`src/rtl/kbfd_pkg.sv`:
```
package kbfd_pkg;

    // Default sizing of the line store and the block
    localparam int DEF_MAX_OUT_SIZE = 1024;
    localparam int DEF_MAX_FACTOR   = 4;

    // Configuration map: register index taken from paddr[3:2]
    localparam int          ADDR_W         = 4;
    localparam logic [1:0]  REG_OUT_SIZE   = 2'd0;
    localparam logic [1:0]  REG_FACTOR     = 2'd1;
    localparam logic [1:0]  REG_KEY_COLOUR = 2'd2;

    // Register widths and reset values
    localparam int           OUT_SIZE_W       = 11;
    localparam int           FACTOR_W         = 3;
    localparam int           KEY_W            = 32;
    localparam logic [10:0]  OUT_SIZE_RESET   = 11'd16;
    localparam logic [2:0]   FACTOR_RESET     = 3'd4;
    localparam logic [31:0]  KEY_COLOUR_RESET = 32'h00FF00FF;

    // Divider lanes
    localparam int LANES      = 4;
    localparam int LANE_RED   = 0;
    localparam int LANE_GREEN = 1;
    localparam int LANE_BLUE  = 2;
    localparam int LANE_ALPHA = 3;

    // Controller states
    typedef enum logic [3:0] {
        S_IDLE   = 4'b0001,
        S_UPDATE = 4'b0010,
        S_DIVIDE = 4'b0100,
        S_HOLD   = 4'b1000
    } kbfd_state_t;

    // Commands from the controller to the datapath
    typedef struct packed {
        logic capture;   // latch the request and read its line store entry
        logic first;     // request opens a new block
        logic write;     // write back the entry and load the divider lanes
        logic div_step;  // advance every divider lane by one bit
        logic load_out;  // move the quotients into the output register
        logic blk_last;  // block under divide is the last of the frame
    } kbfd_cmd_t;

endpackage

```
`src/rtl/kbfd_ctrl.sv`:
```
module kbfd_ctrl
    import kbfd_pkg::*;
#(
    parameter int MAX_OUT_SIZE = DEF_MAX_OUT_SIZE,
    parameter int MAX_FACTOR   = DEF_MAX_FACTOR
) (
    input  logic                 clk,
    input  logic                 rst_n,
    input  logic                 pixel_valid,
    output logic                 pixel_stall,
    output logic                 result_valid,
    input  logic                 result_stall,
    input  logic                 restart,
    input  logic [$clog2(MAX_FACTOR+1)-1:0]   eff_factor,
    input  logic [$clog2(MAX_OUT_SIZE+1)-1:0] eff_size,
    output logic [((MAX_OUT_SIZE > 1) ? $clog2(MAX_OUT_SIZE) : 1)-1:0] col,
    output kbfd_cmd_t            cmd
);

    localparam int FW   = $clog2(MAX_FACTOR + 1);
    localparam int SZW  = $clog2(MAX_OUT_SIZE + 1);
    localparam int SUBW = (MAX_FACTOR > 1) ? $clog2(MAX_FACTOR) : 1;
    localparam int COLW = (MAX_OUT_SIZE > 1) ? $clog2(MAX_OUT_SIZE) : 1;
    localparam int CNTW = $clog2(MAX_FACTOR * MAX_FACTOR + 1);
    localparam int DW   = CNTW + 8;
    localparam int STW  = $clog2(DW);

    kbfd_state_t     state_reg, state_next;
    logic [SUBW-1:0] sub_col_reg, sub_col_next;
    logic [SUBW-1:0] sub_row_reg, sub_row_next;
    logic [COLW-1:0] col_reg, col_next;
    logic [COLW-1:0] row_reg, row_next;
    logic            emit_reg, emit_next;
    logic            last_reg, last_next;
    logic            full_reg, full_next;
    logic [STW-1:0]  step_reg, step_next;

    logic            accept;
    logic            out_take;
    logic            last_sc, last_sr, last_col, last_row;
    logic [FW:0]     sc_inc, sr_inc;
    logic [SZW:0]    col_inc, row_inc;

    assign pixel_stall  = (state_reg != S_IDLE);
    assign result_valid = full_reg;
    assign accept       = pixel_valid && (state_reg == S_IDLE);
    assign out_take     = full_reg && !result_stall;
    assign col          = col_reg;

    // Scan position tests
    always_comb
    begin
        sc_inc   = (FW + 1)'(sub_col_reg) + (FW + 1)'(1);
        sr_inc   = (FW + 1)'(sub_row_reg) + (FW + 1)'(1);
        col_inc  = (SZW + 1)'(col_reg) + (SZW + 1)'(1);
        row_inc  = (SZW + 1)'(row_reg) + (SZW + 1)'(1);
        last_sc  = sc_inc >= {1'b0, eff_factor};
        last_sr  = sr_inc >= {1'b0, eff_factor};
        last_col = col_inc >= {1'b0, eff_size};
        last_row = row_inc >= {1'b0, eff_size};
    end

    // Next state and commands
    always_comb
    begin
        state_next   = state_reg;
        sub_col_next = sub_col_reg;
        sub_row_next = sub_row_reg;
        col_next     = col_reg;
        row_next     = row_reg;
        emit_next    = emit_reg;
        last_next    = last_reg;
        step_next    = step_reg;
        full_next    = full_reg;
        cmd          = '0;
        cmd.first    = (sub_col_reg == '0) && (sub_row_reg == '0);
        cmd.blk_last = last_reg;

        if (out_take)
        begin
            full_next = 1'b0;
        end

        case (state_reg)
            S_IDLE:
            begin
                if (accept)
                begin
                    cmd.capture = 1'b1;
                    emit_next   = last_sc && last_sr;
                    last_next   = last_col && last_row;
                    state_next  = S_UPDATE;
                    // advance the scan position
                    if (last_sc)
                    begin
                        sub_col_next = '0;
                        if (last_col)
                        begin
                            col_next = '0;
                            if (last_sr)
                            begin
                                sub_row_next = '0;
                                row_next     = last_row ? '0 : row_inc[COLW-1:0];
                            end
                            else
                            begin
                                sub_row_next = sr_inc[SUBW-1:0];
                            end
                        end
                        else
                        begin
                            col_next = col_inc[COLW-1:0];
                        end
                    end
                    else
                    begin
                        sub_col_next = sc_inc[SUBW-1:0];
                    end
                end
            end
            S_UPDATE:
            begin
                cmd.write  = 1'b1;
                step_next  = '0;
                state_next = emit_reg ? S_DIVIDE : S_IDLE;
            end
            S_DIVIDE:
            begin
                cmd.div_step = 1'b1;
                step_next    = step_reg + STW'(1);
                if (step_reg == STW'(DW - 1))
                begin
                    state_next = S_HOLD;
                end
            end
            S_HOLD:
            begin
                if (!full_reg || out_take)
                begin
                    cmd.load_out = 1'b1;
                    full_next    = 1'b1;
                    state_next   = S_IDLE;
                end
            end
            default:
            begin
                state_next = S_IDLE;
            end
        endcase

        // return to the start of a frame on a write to a configuration register
        if (restart)
        begin
            sub_col_next = '0;
            sub_row_next = '0;
            col_next     = '0;
            row_next     = '0;
        end
    end

    // Control registers
    always_ff @(posedge clk or negedge rst_n)
    begin
        if (!rst_n)
        begin
            state_reg   <= S_IDLE;
            sub_col_reg <= '0;
            sub_row_reg <= '0;
            col_reg     <= '0;
            row_reg     <= '0;
            emit_reg    <= 1'b0;
            last_reg    <= 1'b0;
            step_reg    <= '0;
            full_reg    <= 1'b0;
        end
        else
        begin
            state_reg   <= state_next;
            sub_col_reg <= sub_col_next;
            sub_row_reg <= sub_row_next;
            col_reg     <= col_next;
            row_reg     <= row_next;
            emit_reg    <= emit_next;
            last_reg    <= last_next;
            step_reg    <= step_next;
            full_reg    <= full_next;
        end
    end

endmodule

```
`config.mk`:
```
export PLATFORM = sky130hd
export DESIGN_NAME = kbfd_ctrl
export DESIGN_NICKNAME = d
export VERILOG_FILES = /design/src/rtl/kbfd_pkg.sv /design/src/rtl/kbfd_ctrl.sv
export SDC_FILE = /design/constraint.sdc
export NUM_CORES = 1
export LEC_CHECK = 0
export ABC_AREA = 1
export CAP_MARGIN = 20
export CORE_MARGIN = 2
export CORE_UTILIZATION = 35
export CTS_CLUSTER_SIZE = 25
export DETAILED_ROUTE_END_ITERATION = 10
export DONT_BUFFER_PORTS = 1
export PLACE_DENSITY = 0.48
export REMOVE_ABC_BUFFERS = 1
export SLEW_MARGIN = 20
export SYNTH_ARGS = -nofsm -noshare
export SYNTH_HDL_FRONTEND = slang
export SYNTH_SLANG_ARGS = --single-unit
```
`constraint.sdc`:
```
create_clock -name clk -period 3 [get_ports clk]
set_input_delay 0.3 -clock clk [delete_from_list [all_inputs] [get_ports clk]]
set_output_delay 0.3 -clock clk [all_outputs]
set_load 0.05 [all_outputs]
```
### Yosys cells after proc, flatten, opt, wreduce, memory -nomap -nowiden

Index checks and enable logic that the tools add are counted.

| storage, ports and cells | value |
|---|---|
| input bits | 19 |
| register bits after elaboration | 35 |
| word-level logic and storage cells | 86 |

| cells by class | value |
|---|---|
| magnitude comparators | 4 |
| reductions and logical operators | 22 |
| add/subtract/negate cells | 5 |
| equality and inequality tests | 9 |
| multiplexer cells | 37 |

Operators with widths:

| operator | number |
|---|---|
| 10-bit two-way mux | 12 |
| 10-bit by 1-bit adder with 11-bit output, second input constant | 2 |
| 11-bit greater-or-equal comparator | 2 |
| 2-bit two-way mux | 10 |
| 4-bit case mux with 4 select lines | 1 |
| 4-bit two-way mux | 3 |
| 2-bit nonzero test | 6 |
| 1-bit two-way mux | 9 |
| 4-bit == test, second input constant | 2 |
| 4-bit case mux with 2 select lines | 1 |
| 2-bit by 1-bit adder with 3-bit output, second input constant | 2 |
| 3-bit greater-or-equal comparator | 2 |
| 2-bit != test, second input constant | 3 |
| 3-bit AND reduction | 2 |
| 1-bit logical AND | 5 |
| 5-bit AND reduction | 1 |
| 4-bit by 1-bit adder with 4-bit output, second input constant | 1 |
| 4-bit by 1-bit == test with 1-bit output, second input constant | 1 |
| 4-bit by 2-bit == test with 1-bit output, second input constant | 1 |
| 4-bit by 3-bit == test with 1-bit output, second input constant | 1 |
| 2-bit logical NOT | 2 |
| 4-bit by 1-bit != test with 1-bit output, second input constant | 1 |
| 2-bit AND reduction | 2 |
| 4-bit AND reduction | 1 |
| other kinds (3) | 4 |

### Depth between registers and ports, before layout

Gate-level depths: netlist of the first run.

| depth | value |
|---|---|
| depth after elaboration | 9 |
| depth in mapped cells | 19 |

### Worst setup path after synthesis of the first run

Ideal clock, no wire load.

| timing | value |
|---|---|
| kind | register to register |
| from | register col_reg[0], in the netlist col[0] |
| to | register col_reg[5], in the netlist col[5] |
| setup time | 0.066 ns |
| clock period less this slack | 2.765 ns |
| arrival | 2.698 ns |
| path slack | 0.235 ns |
| cell stages (with the launch flop) | 17 |
| data required time | 2.934 ns |
| path buffers | 0 |
| cells stage by stage | dfrtp_1 -> ha_1 -> nand3_1 -> nor2_2 -> nand3_2 -> nor2_1 -> xor2_1 -> ha_1 -> nand2_1 -> nand2_1 -> a21oi_1 -> nand2_1 -> nor2_4 -> nand2_2 -> nor2_4 -> nand2_1 -> nand2_1 |

| between the ends | value |
|---|---|
| cells in the longest elaborated chain, start to end | 7 |

RTL lines:

| element | line | text |
|---|---|---|
| start: declaration | kbfd_ctrl.sv:31 | `logic [COLW-1:0] col_reg, col_next;` |
| start signal: assignment | kbfd_ctrl.sv:181 | `col_reg <= col_next;` |
| 10-bit by 1-bit adder with 11-bit output * | kbfd_ctrl.sv:55 | `col_inc = (SZW + 1)'(col_reg) + (SZW + 1)'(1);` |
| 11-bit greater-or-equal comparator | kbfd_ctrl.sv:59 | `last_col = col_inc >= {1'b0, eff_size};` |
| 10-bit two-way mux * | kbfd_ctrl.sv:97 | `if (last_col)` |
| 10-bit two-way mux * | kbfd_ctrl.sv:94 | `if (last_sc)` |
| 10-bit two-way mux * | kbfd_ctrl.sv:87 | `if (accept)` |
| 10-bit two-way mux * | kbfd_ctrl.sv:84 | `case (state_reg)` |
| 10-bit two-way mux * | kbfd_ctrl.sv:152 | `if (restart)` |

Every way passes the cells marked *; elsewhere a longest branch is shown, timed or not. The select of a mux whose other input is x is not followed.
A chain may end at the register's enable or synchronous reset.

### Worst setup path after layout of the first run

| timing | value |
|---|---|
| from | register col_reg[1], in the netlist col[1] |
| to | register col_reg[0], in the netlist col[0] |

| between the ends | value |
|---|---|
| cells in the longest elaborated chain, start to end | 7 |

RTL lines:

| element | line |
|---|---|
| 10-bit by 1-bit adder with 11-bit output | kbfd_ctrl.sv:55 |
| 11-bit greater-or-equal comparator | kbfd_ctrl.sv:59 |
| 10-bit two-way mux | kbfd_ctrl.sv:97 |
| 10-bit two-way mux | kbfd_ctrl.sv:94 |
| 10-bit two-way mux | kbfd_ctrl.sv:87 |
| 10-bit two-way mux | kbfd_ctrl.sv:84 |
| 10-bit two-way mux | kbfd_ctrl.sv:152 |

Every way passes these cells. The select of a mux whose other input is x is not followed.

==> run summary, run 1 <==
============================================================================
Overall fraction of global-route tracks in use                         15.3%
Routed wire per std cell                                        11.7 microns
Number of storage elements in the synthesis netlist                       35
Overall die area                                                  8680 sq um
Cell types with the highest counts after synthesis              137 x sky130_fd_sc_hd__nand2_1, 63 x sky130_fd_sc_hd__inv_1, 36 x sky130_fd_sc_hd__ha_1
Number of warnings printed during yosys synthesis                          0
Power consumption                                                    1.94 mW
Vias per cell                                                           4.58
Share of total power in sequential cells                               33.7%
Max Fclk                                                             372 MHz
Leading area contributor after synthesis                        sky130_fd_sc_hd__dfrtp_1
Number of flops mapped to enable cells by yosys                            0
Synthesized instance count                                               385
Area of the mapped netlist                                        2780 sq um
Pin count of the biggest net entering global routing                      36
First-iteration detailed-routing DRC count                                86
Diodes inserted                                                            0
Worst clock skew                                                   0.0101 ns
Gate power share                                                       43.5%
Cell area power density                                          611 nW/um^2
Cell Int Power                                                       1.09 mW
Worst path setup slack after routing                                0.311 ns
Ports placed on the boundary                                              37
Final antenna-violating net count                                          0
Overall routed net length                                            5.94 mm
Worst relative slew slack                                              41.1%
Final cycle utilization of the critical path                           89.6%
Starting utilization of the core area                                  36.0%
Dominant register cell in the synthesized netlist               sky130_fd_sc_hd__dfrtp_1
Maximum fanout along the worst path                                        6
Worst-margin pin slew                                               0.880 ns
Count of final max-slew check failures                                     0
First-pass GRT wire length                                           10.6 mm
Number of nets in the final layout                                       461
Place WS                                                            0.210 ns
Area occupied by registers                                         877 sq um
Max Buffers Root-to-Sink                                                   2
Fill cell count                                                          808
Worst endpoint required time                                         3.23 ns
Count of H-tree levels built during CTS                                    2
Post-synthesis average cell area                                  7.23 sq um
Critical path data arrival time                                      2.92 ns
Max-capacitance violation count                                            0
Switching component of the power                                      850 uW
Top-count cell post-synth                                       sky130_fd_sc_hd__nand2_1
Number of global-route vias before repair                              2,248
Number of design rule violations left after detail routing                 0
Area added between synthesis and finish                                14.3%
Sum Neg Setup Slack                                                     0 ns
Crit Path Category                                              flip-flop to flip-flop
DIE HEIGHT                                                      93.2 microns
Proportion of layout cells with a drive suffix above 1                 11.1%
Final setup violation count                                                0
Count of TritonRoute iterations in the first routing pass                  4
Leading post-synthesis cells by cell area                       sky130_fd_sc_hd__dfrtp_1 31%, sky130_fd_sc_hd__nand2_1 18%, sky130_fd_sc_hd__ha_1 16%
Floorplan Core Area                                               7730 sq um
Worst voltage drop across the vdd grid                              0.153 mV
CTS tree                                                                 yes
Multi-input gate area                                             1690 sq um
Cell at the root of the clock tree                              sky130_fd_sc_hd__clkbuf_8
RSZ-0062 raised after global routing                                      no
Clk pin slew, worst setup/hold paths                                 0.08 ns
Width of the die                                                93.2 microns
Number of standard-cell rows in the floorplan                             32
Final hold violation count                                                 0
Total CTS buffers                                                          5
Antenna violations before repair                                           0
Count of unique library cells instantiated by Yosys                       35
Status                                                          finished, final reports clean
Port bufs                                                                  0
Share of the synthesized area in the top cell type                     30.6%
Category of the worst setup path capture point                     flip-flop
Sequential share of the synthesized area                               31.5%
Detailed-placement wirelength estimate                               4.61 mm
Switching power share of the total                                     43.7%
Via total after detailed routing                                       2,331
Worst setup SP type                                                flip-flop
Clk Latency, worst-skew pair                                         0.30 ns
Share of synthesized registers carrying an async set or reset           100%
Hold Path Class                                                 primary input to flip-flop
Final RePlAce weighted congestion                                      0.747
Crit path time final                                                 2.69 ns
TritonCTS Sinks                                                           35
Leftover overflow at the end of global routing                             0
Leak                                                                 1.85 nW
Fraction of power consumed by the clock network                        22.8%
============================================================================
[per-stage QoR]
stage / area (sq um) / utilization (%) / hold slack [ns] / cells
final: 3180 / 41.2 / 0.144 / 509
after global routing: 3180 / 41.2 / 0.148 / 509
after CTS: 3140 / 40.6 / 0.145 / 507
after detailed placement: 2990 / 38.7 / 0.00539 / 497
after global placement: 2990 / 38.7 / 0.00540 / 497
after floorplan: 2770 / - / 0.00441 / 383
[layer usage]
layer	wire [microns]	vias up	global-route usage, %
met1	3040	1054	20.9
li1	-	1240	-
met2	2600	30	24.2
met3	217	7	3.63
met5	0	-	0
met4	82	0	4.41
[power groups by stage]
stage	Clock, mW	Sequential [mW]	Combinational (mW)
5_1_grt	0.480	0.672	0.970
3_5_place_dp	0	0.662	0.824
2_1_floorplan	0	0.682	0.634
6_report	0.444	0.654	0.846
4_1_cts	0.459	0.656	0.843
3_3_place_gp	0	0.664	0.812
[path summary, 6_finish.rpt]
path                              start            to  slack [ns]  cells after the start
setup / recovery                 col[1]        col[0]        0.31                     18
max in group asynchronous         rst_n  state_reg[0]        2.29                      2
setup reg to reg                 col[1]        col[0]        0.31                     18
min in group asynchronous         rst_n        col[4]        0.46                      2
hold reg to reg              row_reg[4]    row_reg[4]        0.49                      2
hold / removal             result_stall  result_valid        0.14                      2
[worst max-delay path, stage by stage (launching register included)]
cell	delay, ns
sky130_fd_sc_hd__dfrtp_1	0.40
sky130_fd_sc_hd__ha_1	0.20
sky130_fd_sc_hd__nand3_1	0.15
sky130_fd_sc_hd__nor2_2	0.16
sky130_fd_sc_hd__nand3_2	0.10
sky130_fd_sc_hd__nor2_1	0.13
sky130_fd_sc_hd__xor2_1	0.20
sky130_fd_sc_hd__ha_1	0.27
sky130_fd_sc_hd__nand2_1	0.08
sky130_fd_sc_hd__inv_1	0.04
sky130_fd_sc_hd__nand2_1	0.06
sky130_fd_sc_hd__nor2_1	0.05
sky130_fd_sc_hd__nand2_1	0.05
sky130_fd_sc_hd__nand2_1	0.08
sky130_fd_sc_hd__nor2_4	0.16
sky130_fd_sc_hd__nand2_4	0.13
sky130_fd_sc_hd__nor2_4	0.22
sky130_fd_sc_hd__nand2_1	0.07
sky130_fd_sc_hd__nand2_1	0.06
[cell families (layout without fill, tap and decap cells)]
kind of cell               count (synthesis)  count (layout)  synth area share (%)
AOI/OAI and AO/OA                         22              22                  5.13
xor gates and xnor gates                  13              13                  4.09
adders and majority gates                 36              36                  16.2
buffers and inverters                     68              89                  9.35
DFF                                       35              35                  31.5
and+or+nand+nor                          211             212                  33.7
[layout by cell type (no fill, tap or decap), drive strengths merged, types with 3 or more instances in the layout]
cell and count:
nand2 139, inv 66, nor2 38, ha 36
dfrtp 34, nand3 22, buf 14, xor2 10
a21oi 9, o21ai 7, clkbuf 5, xnor2 3
nand4 3
[area by class of cell]
cell class	count	share of cell area (%)
timing repair buffer	15	4.01
inverter	66	7.79
tap	102	4.01
clock buffer	5	2.16
multi-input combinational	283	53.1
clock inverter	3	1.38
sequential	35	27.6
[what timing repair did]
| item | 4_1_cts | 5_1_grt |
|---|---|---|
| hold buffers | 2 | 0 |
| setup endpoints to repair | 0 | 20 |
| buffers inserted | 0 | 1 |
| hold endpoints to repair | 35 | 0 |
| resized for setup | 0 | 6 |
Power figures use the tool's default switching activity.
==> inputs of run 2 (changes only) <==
--- a/config.mk
+++ b/config.mk
@@ -8,12 +8,13 @@
 export ABC_AREA = 1
 export CAP_MARGIN = 20
 export CORE_MARGIN = 2
-export CORE_UTILIZATION = 35
+export CORE_UTILIZATION = 40
 export CTS_CLUSTER_SIZE = 25
 export DETAILED_ROUTE_END_ITERATION = 10
 export DONT_BUFFER_PORTS = 1
-export PLACE_DENSITY = 0.48
+export PLACE_DENSITY = 0.53
 export REMOVE_ABC_BUFFERS = 1
+export SETUP_SLACK_MARGIN = 0.5
 export SLEW_MARGIN = 20
 export SYNTH_ARGS = -nofsm -noshare
 export SYNTH_HDL_FRONTEND = slang
==> run 2 against run 1 <==
Critical path depth fell by 1; sequential share of layout area fell by 2.0 points; clock-buffer cell count unchanged; critical path type unchanged; critical endpoint is now row_reg[7].
==> run summary, run 2 (same netlist as run 1, synthesis figures left out) <==
============================================================================
Count of TritonRoute iterations in the first routing pass                  4   unchanged
Maximum fanout along the worst path                                       10   +4
Overall die area                                                  7640 sq um   -12%
Overall fraction of global-route tracks in use                         18.2%   +2.9 points
Final setup violation count                                                0   unchanged
TritonCTS Sinks                                                           35   unchanged
Leak                                                                 1.97 nW   +6.5%
Cell area power density                                          594 nW/um^2   -2.8%
Routed wire per std cell                                        12.4 microns   +6.0%
Leftover overflow at the end of global routing                             0   unchanged
Antenna violations before repair                                           0   unchanged
Detailed-placement wirelength estimate                               4.58 mm   -0.53%
Max Buffers Root-to-Sink                                                   2   unchanged
CP Launch Point                                                       col[0]
DIE HEIGHT                                                      87.4 microns   -6.2%
Worst endpoint required time                                         3.19 ns   -0.04 ns
Floorplan Core Area                                               6760 sq um   -13%
Area occupied by registers                                         880 sq um   +0.29%
Number of design rule violations left after detail routing                 0   unchanged
Via total after detailed routing                                       2,439   +4.6%
Max Fclk                                                             401 MHz   +7.8%
Final antenna-violating net count                                          0   unchanged
First-pass GRT wire length                                           10.8 mm   +2.2%
Port bufs                                                                  0   unchanged
Number of standard-cell rows in the floorplan                             30   -6.3%
RSZ-0062 raised after global routing                                     yes
Status                                                          finished, final reports clean
RR Startpoint                                                         col[0]
CTS tree                                                                 yes
Hold Path Class                                                 primary input to flip-flop
Sum Neg Setup Slack                                                     0 ns   unchanged
Width of the die                                                87.4 microns   -6.2%
First-iteration detailed-routing DRC count                                65   -24%
Crit path time final                                                 2.49 ns   -0.194 ns
Worst-margin pin slew                                               0.883 ns   +0.00207 ns
Total CTS buffers                                                          5   unchanged
Final RePlAce weighted congestion                                      0.840   +12%
Area added between synthesis and finish                                23.4%
Number of global-route vias before repair                              2,391   +6.4%
Cell at the root of the clock tree                              sky130_fd_sc_hd__clkbuf_8
Overall routed net length                                            6.27 mm   +5.4%
Pin count of the biggest net entering global routing                      36   unchanged
Clk Latency, worst-skew pair                                         0.29 ns   about the same
Worst clock skew                                                  0.00311 ns   -0.00698 ns
Count of final max-slew check failures                                     0   unchanged
Worst relative slew slack                                              40.9%   -0.14 points
Worst setup SP type                                                flip-flop
Worst hold path startpoint                                      result_stall
Crit Path Category                                              flip-flop to flip-flop
Ports placed on the boundary                                              37   unchanged
Worst voltage drop across the vdd grid                              0.188 mV   +23%
Commonest non-fill, non-tap cells in the layout                 133 x sky130_fd_sc_hd__nand2_1, 62 x sky130_fd_sc_hd__inv_1, 34 x sky130_fd_sc_hd__ha_1
Max-capacitance violation count                                            0   unchanged
Count of H-tree levels built during CTS                                    2   unchanged
Vias per cell                                                           4.82   +5.3%
Critical path data arrival time                                      2.68 ns   -0.24 ns
Proportion of layout cells with a drive suffix above 1                 19.7%   +8.7 points
Diodes inserted                                                            0   unchanged
Final hold violation count                                                 0   unchanged
Final cycle utilization of the critical path                           83.2%   -6.5 points
Number of nets in the final layout                                       480   +4.1%
Fill cell count                                                          686   -15%
Category of the worst setup path capture point                     flip-flop
Multi-input gate area                                             1810 sq um   +7.3%
Starting utilization of the core area                                  41.2%   +5.2 points
Final Hold Slack                                                    0.149 ns   +0.00488 ns
Clk pin slew, worst setup/hold paths                                 0.08 ns   about the same
Most common library cell in the layout ignoring fill and taps   sky130_fd_sc_hd__nand2_1
============================================================================
-- run 2: power breakdown --
part	switching [mW]	internal, mW	total (mW)
combinational	0.604	0.343	0.947
sequential	0.0922	0.564	0.656
clock	0.190	0.248	0.437
total	0.886	1.15	2.04
-- run 2: stage by stage --
stage               utilization (%)  power (mW)  cell area [sq um]  worst slack [ns]  instances
detailed placement             43.9        1.48               2970             0.152        475
global route                   50.8        2.21               3430             0.298        506
floorplan                         -        1.32               2770             0.235        383
global placement               43.9        1.47               2970             0.186        475
CTS                            49.5        2.03               3350             0.458        503
finish                         50.8        2.04               3430             0.505        506
-- run 2: path summary, 6_finish.rpt --
kind	to	slack, ns	cells past startpoint
max	row_reg[7]	0.51	17
max in group asynchronous	state_reg[0]	2.29	2
min reg2reg	row_reg[4]	0.49	2
min in group asynchronous	col[0]	0.45	2
max reg2reg	row_reg[7]	0.51	17
min	result_valid	0.15	2
-- run 2: area by class of cell --
class                      instances  share of cell area, %
tap                               80                   2.92
sequential                        35                   25.6
timing repair buffer              33                   8.24
inverter                          66                   7.22
multi-input combinational        284                   52.7
clock inverter                     3                   1.28
clock buffer                       5                   2.00
-- run 2: layer usage --
layer	vias to the layer above	routed length, microns	track usage (%)
li1	1285	-	-
met1	1102	3060	23.7
met2	44	2910	30.0
met3	8	194	3.79
met4	0	104	6.15
met5	-	0	0
-- run 2: critical path, stage by stage, from the launching register on --
cell and delay (ns):
sky130_fd_sc_hd__dfrtp_1 0.41, sky130_fd_sc_hd__buf_4 0.13, sky130_fd_sc_hd__inv_1 0.05, sky130_fd_sc_hd__nor2_2 0.12, sky130_fd_sc_hd__nand4_1 0.14, sky130_fd_sc_hd__nor2_1 0.14
sky130_fd_sc_hd__xor2_1 0.20, sky130_fd_sc_hd__ha_1 0.27, sky130_fd_sc_hd__nand2_2 0.08, sky130_fd_sc_hd__inv_2 0.04, sky130_fd_sc_hd__a21oi_2 0.14, sky130_fd_sc_hd__nand2_2 0.08
sky130_fd_sc_hd__nor2_4 0.15, sky130_fd_sc_hd__buf_6 0.12, sky130_fd_sc_hd__o21bai_4 0.07, sky130_fd_sc_hd__buf_12 0.14, sky130_fd_sc_hd__nand2_1 0.05, sky130_fd_sc_hd__nand2_1 0.05
-- run 2: repair_timing --
action,in CTS,in global routing
hold endpoints to repair,35,0
hold buffers,2,0
gates resized for setup,23,13
pin swaps,21,18
setup buffers,16,3
gates cloned,2,0
setup endpoints to repair,22,23
